$ cat config.mk
export PLATFORM = sky130hd
export DESIGN_NAME = ipv4_blocklist_table
export DESIGN_NICKNAME = d
export VERILOG_FILES = /design/src/hw/rtl/ipbl_pkg.sv /design/src/hw/rtl/ipbl_ram.sv /design/src/hw/rtl/ipv4_blocklist_table.sv
export VERILOG_INCLUDE_DIRS = /design/src /design/src/hw/rtl
export SDC_FILE = /design/constraint.sdc
export NUM_CORES = 1
export LEC_CHECK = 0
export ABC_CLOCK_PERIOD_IN_PS = 4700
export BUFFER_PORTS_ARGS = -buffer_cell sky130_fd_sc_hd__buf_2
export CORE_UTILIZATION = 33
export DETAILED_ROUTE_END_ITERATION = 16
export GPL_TIMING_DRIVEN = 1
export HOLD_SLACK_MARGIN = 0.05
export PLACE_DENSITY = 0.47
export SKIP_CTS_REPAIR_TIMING = 1
export SYNTH_ARGS = -nofsm -noshare
export SYNTH_HDL_FRONTEND = slang
export SYNTH_SLANG_ARGS = --single-unit
$ cat constraint.sdc
create_clock -name clk -period 4.7 [get_ports clk]
set_clock_uncertainty 0.1 [all_clocks]
set_input_delay 0.235 -clock clk [delete_from_list [all_inputs] [get_ports clk]]
set_output_delay 0.235 -clock clk [all_outputs]
set_load 0.1 [all_outputs]
$ cat src/hw/rtl/ipv4_blocklist_table_macros.svh
// assertion macros for the ipv4 blocklist table
`ifndef IPV4_BLOCKLIST_TABLE_MACROS_SVH
`define IPV4_BLOCKLIST_TABLE_MACROS_SVH

`ifndef SYNTHESIS

// property checked on every clock edge outside reset
`define IPBL_ASSERT(lbl, clk, rst_n, prop, msg) \
  lbl: assert property (@(posedge clk) disable iff (!rst_n) prop) else $error(msg);

// property checked on every clock edge, reset included
`define IPBL_ASSERT_ALWAYS(lbl, clk, prop, msg) \
  lbl: assert property (@(posedge clk) prop) else $error(msg);

`else

`define IPBL_ASSERT(lbl, clk, rst_n, prop, msg)
`define IPBL_ASSERT_ALWAYS(lbl, clk, prop, msg)

`endif

`endif

$ cat src/hw/rtl/ipbl_pkg.sv
// shared request codes and state encoding for the ipv4 blocklist table
package ipbl_pkg;

  localparam logic [1:0] REQ_ADD    = 2'd0;
  localparam logic [1:0] REQ_REMOVE = 2'd1;
  localparam logic [1:0] REQ_CHECK  = 2'd2;

  localparam int ADDR_W = 32;

  typedef enum logic [1:0] {
    ST_IDLE = 2'b01,
    ST_SCAN = 2'b10
  } state_t;

endpackage

$ cat src/hw/rtl/ipbl_ram.sv
// generic single-clock ram, one write port and one registered read port
module ipbl_ram #(
  parameter int WIDTH = 32,
  parameter int DEPTH = 16
) (
  input  logic                                   clk,
  input  logic                                   wr_en,
  input  logic [((DEPTH > 1) ? $clog2(DEPTH) : 1)-1:0] wr_addr,
  input  logic [WIDTH-1:0]                       wr_data,
  input  logic                                   rd_en,
  input  logic [((DEPTH > 1) ? $clog2(DEPTH) : 1)-1:0] rd_addr,
  output logic [WIDTH-1:0]                       rd_data
);

  logic [WIDTH-1:0] mem [DEPTH];
  logic [WIDTH-1:0] rd_data_r;

  always_ff @(posedge clk) begin
    if (wr_en) begin
      mem[wr_addr] <= wr_data;
    end
    if (rd_en) begin
      rd_data_r <= mem[rd_addr];
    end
  end

  assign rd_data = rd_data_r;

endmodule

$ cat src/hw/rtl/ipv4_blocklist_table.sv
// top level of the ipv4 blocklist table: scan sequencer, valid bits and address ram
//
//  channel  | handshake              | ports
//  ---------+------------------------+--------------------------------------------
//  request  | start && !busy accepts | in_req_type, in_ip_address
//  result   | out_valid, one cycle   | out_block_connection, out_add_dropped
//
// every request walks the address ram one entry per cycle through its single read
// port; the result strobe is registered from the compare at the last entry, or at the
// first match or free entry for an add, and a new request can be taken while it is high
// reset empties the table at once: the valid bits are flip-flops, the ram needs no pass
// busy stays high from acceptance until the result strobe; the receiver cannot stall,
// so each result word is shown for exactly one cycle
`include "ipv4_blocklist_table_macros.svh"

module ipv4_blocklist_table
  import ipbl_pkg::*;
#(
  parameter int ENTRIES = 16
) (
  input  logic              clk,
  input  logic              rst_n,
  input  logic              start,
  output logic              busy,
  input  logic [1:0]        in_req_type,
  input  logic [ADDR_W-1:0] in_ip_address,
  output logic              out_valid,
  output logic              out_block_connection,
  output logic              out_add_dropped
);

  // index into the table and a counter that can also hold ENTRIES itself
  localparam int IW = (ENTRIES > 1) ? $clog2(ENTRIES) : 1;
  localparam int CW = $clog2(ENTRIES + 1);
  localparam logic [CW-1:0] ENT_CNT  = CW'(ENTRIES);
  localparam logic [IW-1:0] LAST_IDX = IW'(ENTRIES - 1);

  state_t state_r, state_nxt;

  // request word held for the whole scan
  logic [1:0]        req_r;
  logic [ADDR_W-1:0] addr_r;

  // read issue counter and compare stage (in the cycle after each read, matching the registered ram read)
  logic [CW-1:0] rd_idx_r, rd_idx_nxt;
  logic          cmp_vld_r, cmp_vld_nxt;
  logic [IW-1:0] cmp_idx_r, cmp_idx_nxt;
  logic          block_r, block_nxt;

  logic [ENTRIES-1:0] valid_r, valid_nxt;

  logic out_valid_r, out_valid_nxt;
  logic out_block_r, out_block_nxt;
  logic out_drop_r, out_drop_nxt;

  logic              accept;
  logic              rd_issue;
  logic [ADDR_W-1:0] rd_data;
  logic              hit;
  logic              free_slot;
  logic              add_stop;
  logic              last_cmp;
  logic              fin;
  logic              ram_we;

  assign accept = start && !busy;

  // an entry matches only when valid, so unwritten ram contents never leak out
  assign hit       = cmp_vld_r && valid_r[cmp_idx_r] && (rd_data == addr_r);
  assign free_slot = cmp_vld_r && !valid_r[cmp_idx_r];
  assign add_stop  = (req_r == REQ_ADD) && (hit || free_slot);
  assign last_cmp  = cmp_vld_r && (cmp_idx_r == LAST_IDX);
  assign fin       = (state_r == ST_SCAN) && (add_stop || last_cmp);

  // keep issuing reads until every entry has been requested or the scan ends
  assign rd_issue = (state_r == ST_SCAN) && (rd_idx_r < ENT_CNT) && !fin;

  // add stores the address in the first free entry it meets
  assign ram_we = (state_r == ST_SCAN) && (req_r == REQ_ADD) && !hit && free_slot;

  ipbl_ram #(
    .WIDTH (ADDR_W),
    .DEPTH (ENTRIES)
  ) u_addr_ram (
    .clk     (clk),
    .wr_en   (ram_we),
    .wr_addr (cmp_idx_r),
    .wr_data (addr_r),
    .rd_en   (rd_issue),
    .rd_addr (rd_idx_r[IW-1:0]),
    .rd_data (rd_data)
  );

  always_comb begin
    state_nxt     = state_r;
    rd_idx_nxt    = rd_idx_r;
    cmp_vld_nxt   = 1'b0;
    cmp_idx_nxt   = cmp_idx_r;
    block_nxt     = block_r;
    valid_nxt     = valid_r;
    out_valid_nxt = 1'b0;
    out_block_nxt = out_block_r;
    out_drop_nxt  = out_drop_r;

    case (state_r)
      ST_IDLE: begin
        if (accept) begin
          state_nxt  = ST_SCAN;
          rd_idx_nxt = '0;
          block_nxt  = 1'b0;
        end
      end
      ST_SCAN: begin
        // read stage
        if (rd_issue) begin
          rd_idx_nxt  = rd_idx_r + CW'(1);
          cmp_vld_nxt = 1'b1;
          cmp_idx_nxt = rd_idx_r[IW-1:0];
        end
        // compare stage
        if (hit && (req_r == REQ_CHECK)) begin
          block_nxt = 1'b1;
        end
        if (hit && (req_r == REQ_REMOVE)) begin
          valid_nxt[cmp_idx_r] = 1'b0;
        end
        if (ram_we) begin
          valid_nxt[cmp_idx_r] = 1'b1;
        end
        if (fin) begin
          state_nxt     = ST_IDLE;
          cmp_vld_nxt   = 1'b0;
          out_valid_nxt = 1'b1;
          out_block_nxt = (req_r == REQ_CHECK) && (block_r || hit);
          // ran off the end with neither a match nor a free entry
          out_drop_nxt  = (req_r == REQ_ADD) && !add_stop;
        end
      end
      default: begin
        state_nxt = ST_IDLE;
      end
    endcase
  end

  // control state
  always_ff @(posedge clk) begin
    if (!rst_n) begin
      state_r     <= ST_IDLE;
      rd_idx_r    <= '0;
      cmp_vld_r   <= 1'b0;
      valid_r     <= '0;
      out_valid_r <= 1'b0;
    end else begin
      state_r     <= state_nxt;
      rd_idx_r    <= rd_idx_nxt;
      cmp_vld_r   <= cmp_vld_nxt;
      valid_r     <= valid_nxt;
      out_valid_r <= out_valid_nxt;
    end
  end

  // payload
  always_ff @(posedge clk) begin
    if (accept) begin
      req_r  <= in_req_type;
      addr_r <= in_ip_address;
    end
    cmp_idx_r   <= cmp_idx_nxt;
    block_r     <= block_nxt;
    out_block_r <= out_block_nxt;
    out_drop_r  <= out_drop_nxt;
  end

  assign busy                 = (state_r != ST_IDLE);
  assign out_valid            = out_valid_r;
  assign out_block_connection = out_block_r;
  assign out_add_dropped      = out_drop_r;

  // a result word only ever closes a scan
  `IPBL_ASSERT(a_result_after_scan, clk, rst_n, out_valid |-> $past(busy), "stray result")
  // an accepted request always raises busy on the next cycle
  `IPBL_ASSERT(a_busy_after_accept, clk, rst_n, accept |=> busy, "accept without busy")
  // a result never reports both a block and a dropped add
  `IPBL_ASSERT(a_one_flag, clk, rst_n, out_valid |-> !(out_block_r && out_drop_r), "both flags")
  // the table never changes while no request is being scanned
  `IPBL_ASSERT(a_valid_quiet, clk, rst_n, $past(!busy && rst_n) |-> $stable(valid_r), "idle edit")

endmodule
Word-level counts from Yosys, hierarchy flattened --
Memories as Yosys holds them, arrays and structs flattened. A register that Yosys moved wholly into a read port is not among the register bits. Index checks and enable logic that the tools add are counted.
Storage, ports and cells: bits in registers 66, bits in writable memories 512, logic and storage cells 86, memories kept 1
Operators by class: $add $sub $neg 1, $lt $le $gt $ge 3, equal/unequal tests 11, mux-type cells 20, bitwise gates (word level) 5, reductions and logical operators 34
Memories:
- u_addr_ram.mem | depth 16, width 32, rd ports 1, clocked after Yosys merged registers in 1, write ports 1, line ipbl_ram.sv:15 | logic [WIDTH-1:0] mem [DEPTH];
Operator list (number):
- 16-bit 2-to-1 mux | 3
- 32-bit == test | 1
- 1-bit logical AND | 17
- 16-bit bitwise AND | 1
- 16-bit NOT | 1
- 16-bit OR | 1
- 5-bit 2-to-1 mux | 2
- 5-bit case mux with 2 select lines | 1
- 1-bit 2-to-1 mux | 8
- 2-bit AND reduction | 4
- 2-bit inequality test, second input constant | 3
- 3-bit AND reduction | 2
- 5-bit by 1-bit adder with 5-bit output, second input constant | 1
- 1-bit logical NOT | 5
- 4-bit by 5-bit < comparator with 1-bit output, second input constant | 1
- 5-bit < comparator, second input constant | 1
- 1-bit binary-select mux with 4-bit select | 1
- 1-bit demux with 4-bit select | 1
- 2-bit by 1-bit == test with 1-bit output, second input constant | 2
- 2-bit == test, second input constant | 2
- 4-bit == test, second input constant | 1
- 4-bit by 1-bit >= comparator with 1-bit output, second input constant | 1
- 2-bit 2-to-1 mux | 2
- 2-bit by 1-bit inequality test with 1-bit output, second input constant | 2
- other kinds (7) | 10

Longest topological paths before layout --
depth in word-level cells 12, depth in mapped cells 9, mapped depth without buffers 7

Modules after synthesis --
From an unflattened synthesis, not the netlist that was laid out.
Second synthesis, totals: cells, all modules 1098, area total of the unflattened synthesis 23172.2 um^2
By module, submodules not included:
- ipbl_ram | times used 1, cells an instance 838, area each 20155.6 um^2, seq. area each 16335.7 um^2
- ipv4_blocklist_table | times used 1, cells an instance 260, area each 3016.6 um^2, seq. area each 1731.7 um^2

Least setup slack after synthesis --
No wires, ideal clock.
kind reg-to-reg, start register cmp_idx_r[1], end register rd_idx_r[0], arrival time 3.308 ns, data required time 4.484 ns, path slack 1.175 ns, stages on the path, launching flop included 9, buffers on the path 1, clock period less this slack 3.525 ns, cells stage by stage edfxtp_1 > buf_2 > mux4_2 > a22oi_2 > and2_4 > nor4_2 > a2111oi_4 > a2111oi_0 > a41o_1
On the way: word-level cells in the longest chain between the ends 12
RTL lines:
- start: declaration | line ipv4_blocklist_table.sv:47 | logic [IW-1:0] cmp_idx_r, cmp_idx_nxt;
- start signal: assignment | line ipv4_blocklist_table.sv:168 | cmp_idx_r <= cmp_idx_nxt;
- 1-bit binary-select mux with 4-bit select | line ipv4_blocklist_table.sv:69, ipv4_blocklist_table.sv:70
- 1-bit 2-to-1 mux (not written as such) | line ipv4_blocklist_table.sv:69, ipv4_blocklist_table.sv:70
- 1-bit logical AND or 1-bit logical NOT (tied branches) | line ipv4_blocklist_table.sv:69, ipv4_blocklist_table.sv:70
- 1-bit logical AND, on equally long branches | line ipv4_blocklist_table.sv:69, ipv4_blocklist_table.sv:70
- 1-bit logical OR | line ipv4_blocklist_table.sv:71 | assign add_stop = (req_r == REQ_ADD) && (hit || free_slot);
- 1-bit logical AND | line ipv4_blocklist_table.sv:71
- 1-bit logical OR * | line ipv4_blocklist_table.sv:73 | assign fin = (state_r == ST_SCAN) && (add_stop || last_cmp);
- 1-bit logical AND * | line ipv4_blocklist_table.sv:73
- 1-bit logical NOT * | line ipv4_blocklist_table.sv:76 | assign rd_issue = (state_r == ST_SCAN) && (rd_idx_r < ENT_CNT) && !fin;
- 1-bit logical AND * | line ipv4_blocklist_table.sv:76
- named net rd_issue | line ipv4_blocklist_table.sv:57 | logic rd_issue;
- 2-bit inequality test (no line) *
- 3-bit AND reduction (no line) *
- end signal: assignment | line ipv4_blocklist_table.sv:155 | rd_idx_r <= rd_idx_nxt;
- end: declaration | line ipv4_blocklist_table.sv:45 | logic [CW-1:0] rd_idx_r, rd_idx_nxt;
The timed path passes the listed nets; every way through them passes the cells marked *. The select of a mux whose other input is x is not followed. A chain may end at the register's enable or synchronous reset.

Worst setup path in the final report --
start register cmp_idx_r[0], end memory u_addr_ram.mem[0][13], enable pin
On the way: word-level cells in the longest chain between the ends 9
RTL lines:
- 1-bit binary-select mux with 4-bit select | line ipv4_blocklist_table.sv:69, ipv4_blocklist_table.sv:70
- 1-bit 2-to-1 mux (not written as such) | line ipv4_blocklist_table.sv:69, ipv4_blocklist_table.sv:70
- 1-bit logical AND (2 in a row) | line ipv4_blocklist_table.sv:69 | assign hit = cmp_vld_r && valid_r[cmp_idx_r] && (rd_data == addr_r);
- 1-bit logical NOT | line ipv4_blocklist_table.sv:79 | assign ram_we = (state_r == ST_SCAN) && (req_r == REQ_ADD) && !hit && free_slot;
- 1-bit logical AND (2 in a row) | line ipv4_blocklist_table.sv:79
- 1-bit 2-to-1 mux | line ipbl_ram.sv:19 | if (wr_en) begin
- 1-bit 2-to-1 mux (not written as such) | line ipbl_ram.sv:20 | mem[wr_addr] <= wr_data;
- end: declaration | line ipbl_ram.sv:15
Several ways; a longest one is shown, not always the timed one. The select of a mux whose other input is x is not followed.

==> qor.csv <==
stage,metric,value,unit
global_route,grtUsageTotal,16.1,%
detailed_routing,viasPerCell,5.01,
detailed_routing,wire_per_inst,25.8,µm
sta,slew_viol_final,0,
sta,setup_ws,0.919,ns
placement,portBuffers,40,
logic_synthesis,synth_top_area_cell,edfxtp_1,
detailed_routing,drt_wl_total,55500,µm
global_route,antenna_found_initial,2,
logic_synthesis,synth.top_cells.by_area,"edfxtp_1, mux4_2, dfxtp_1",
power,p_comb_share,2.1,%
critical_path,path_cells,mux4_2 -> a22oi_2 -> and2_4 -> nand4_1 -> nor3_1 -> nand2_1 -> inv_2,
power,p_clk_share,44.6,%
critical_path,startpoint_type,flop,
worst_hold_path,min_path_type,input pin to flop,
detailed_routing,wl_met3,2670,µm
placement,dpl_worst_slack,0.932,ns
cells_and_area,diodes,0,
logic_synthesis,avgSynthCellArea,22.6,µm²
global_route,gr-total-overflow,0,
sta,setup_viol,0,
sta,finalHoldViolCount,0,
power,total_power,11.3,mW
placement,gp_congestion,0.815,
critical_path,crit_type,flop to flop,
sta,slew_headroom,22.9,%
clock_tree,cts.sinks,610,
detailed_routing,dr.max_layer_used,met4,
power,switchingPower,2.31,mW
clock_tree,cts_max_level,3,
detailed_routing,ant_nets,0,
detailed_routing,firstDrtPassIters,4,
detailed_routing,detailroute.via_count,10800,
critical_path,critPathArrivalTime,3.87,ns
logic_synthesis,synth-edff-count,585,
logic_synthesis,synth_fp_nets,1061,
logic_synthesis,yosysWarnings,0,
cells_and_area,final_common_cell,edfxtp_1,
clock_tree,clkSlewWorstSetupHoldPaths,0.06,ns
floorplan,rows,96,
critical_path,path_buf_inv,1,
detailed_routing,met2_length,25500,µm
sta,rsz0062_at_grt,false,
cells_and_area,layout-drive-gt1-share,29.7,%
power,powerDensity,417,nW/µm²
cells_and_area,nets,1207,
logic_synthesis,async_flop_share,0,%
floorplan,initial_core_util,33.6,%
sta,max_freq,264,MHz
logic_synthesis,synth_area,23100,µm²
logic_synthesis,synthFlopType,edfxtp_1,
global_route,grt_max_degree,133,
sta,finalSetupTns,0,ns
critical_path,crit_fanout,32,
cells_and_area,area_delta_synth_final,17.4,%
clock_tree,tritoncts,built,
global_route,grt_pass1_vias,11100,
critical_path,critPathRequiredTime,4.79,ns
sta,min_period_over_period,80.4,%
critical_path,critPathTopFamily,simple AND/OR/NAND/NOR gates,
sta,tightest_slew,1.15,ns
detailed_routing,m1WireLength,26100,µm
cells_and_area,nFillCells,6173,
power,internal_power,9.01,mW
logic_synthesis,yosysSeqAreaShare,78.0,%
power,p_leak,8.34,nW
logic_synthesis,syn_inst,1023,
floorplan,die_height,267,µm
cells_and_area,final_cell_mix,"edfxtp_1, mux4_2, clkbuf_16",
clock_tree,cts_made_buffers,70,
placement,hpwl,31700,µm
logic_synthesis,synthDistinctLibCells,43,
detailed_routing,drc,0,
power,ir_drop,0.255,mV
logic_synthesis,synth_seq_cells,610,
floorplan,io_pins,41,
detailed_routing,drtIter0Drc,794,
clock_tree,root_buffer,clkbuf_16,
clock_tree,cts.path.max_buffers,3,
global_route,grt_pass1_wl,80900,µm
clock_tree,worstSkewPairLatency,0.59,ns
sta,period_needed,3.78,ns
job,cap_violations,0,
logic_synthesis,yosysTopAreaCellShare,75.9,%
floorplan,die_w,267,µm
power,seq_power_share,53.3,%
critical_path,crit_path_top_delay_cell,inv_2,
critical_path,endpoint_kind,flop,
floorplan,coreArea,68900,µm²
power,p_sw_share,20.4,%
outcome,outcome,"complete, no violations",
critical_path,slowest_delay,0.85,ns
floorplan,die_area,71200,µm²
-- path summary, 6_finish.rpt --
kind	start	to	slack, ns	cells past startpoint
worst max-delay path	cmp_idx_r[0]	u_addr_ram.mem[0][13]	0.92	7
worst min register to register	valid_r[10]	valid_r[10]	0.38	2
worst min-delay path	start	rd_idx_r[0]	0.13	4
worst max register to register	cmp_idx_r[0]	u_addr_ram.mem[0][13]	0.92	7
-- tightest hold or removal path, cell delays in order --
cell       delay (ns)
buf_2            0.09
nor2b_1          0.16
a2111oi_0        0.11
a41o_1           0.19
-- cell type report --
type	count	area, µm²	area share, %
flip-flops and latches	610	18100	66.5
multi-input cells	346	4820	17.7
repair buffers	119	943	3.47
clock inverters	32	234	0.861
inverters	22	82.6	0.304
well taps	931	1160	4.29
clock buffers	91	1850	6.81
-- synth_stat cells (4+ instances only) --
master,number
nand4_1,6
and2_1,4
mux4_2,164
nor2b_1,8
xor2_1,30
nand3_1,5
o21ai_0,15
inv_1,20
dfxtp_1,25
nor4_1,13
a21oi_1,19
clkbuf_1,30
buf_1,12
nand2_1,38
edfxtp_1,585
nand2b_1,5
nor2_1,12
-- per-layer routing --
metal / global-route usage, % / vias to the layer above
met4: 4.95 / 0
met3: 2.82 / 84
met2: 24.6 / 286
met5: 0 / -
met1: 23.4 / 5824
li1: - / 4581
-- power groups by stage --
| stage | registers, mW | clock network, mW | logic (mW) |
|---|---|---|---|
| final | 6.04 | 5.04 | 0.240 |
| after global routing | 6.04 | 5.40 | 0.260 |
| after CTS | 6.04 | 5.18 | 0.221 |
| after detailed placement | 6.15 | 0 | 0.221 |
| after global placement | 6.15 | 0 | 0.218 |
| after floorplan | 6.17 | 0 | 0.0594 |
-- kinds of logic (layout without fill, tap and decap cells) --
logic type	after synthesis	after routing	synth area share [%]
XOR/XNOR	32	32	1.21
multiplexers	165	165	16.0
adder cells (fa/ha/maj)	1	1	0.0540
buffers and inverters	67	264	1.13
flip-flops	610	610	78.0
AO/OA/AOI/OAI	47	47	1.31
AND/OR/NAND/NOR	101	101	2.24
-- sequential cells by signal (all words and copies together) (netlist names) --
signal                cells
out_add_dropped           1
rd_idx_r                  5
cmp_vld_r                 1
u_addr_ram.mem          512
out_block_connection      1
u_addr_ram.rd_data       32
block_r                   1
valid_r                  16
req_r                     2
addr_r                   32
cmp_idx_r                 4
out_valid                 1
state_r                   2
-- stage by stage --
step / hold slack [ns] / area [µm²] / instances / utilization [%]
5_1_grt: 0.188 / 27200 / 2151 / 39.4
6_report: 0.132 / 27200 / 2151 / 39.4
3_5_place_dp: 0.313 / 24700 / 1993 / 35.9
3_3_place_gp: 0.311 / 24700 / 1993 / 35.9
2_1_floorplan: 0.234 / 23100 / 1023 / -
4_1_cts: -0.321 / 26800 / 2116 / 38.9
(Power assumes the default switching activity.)
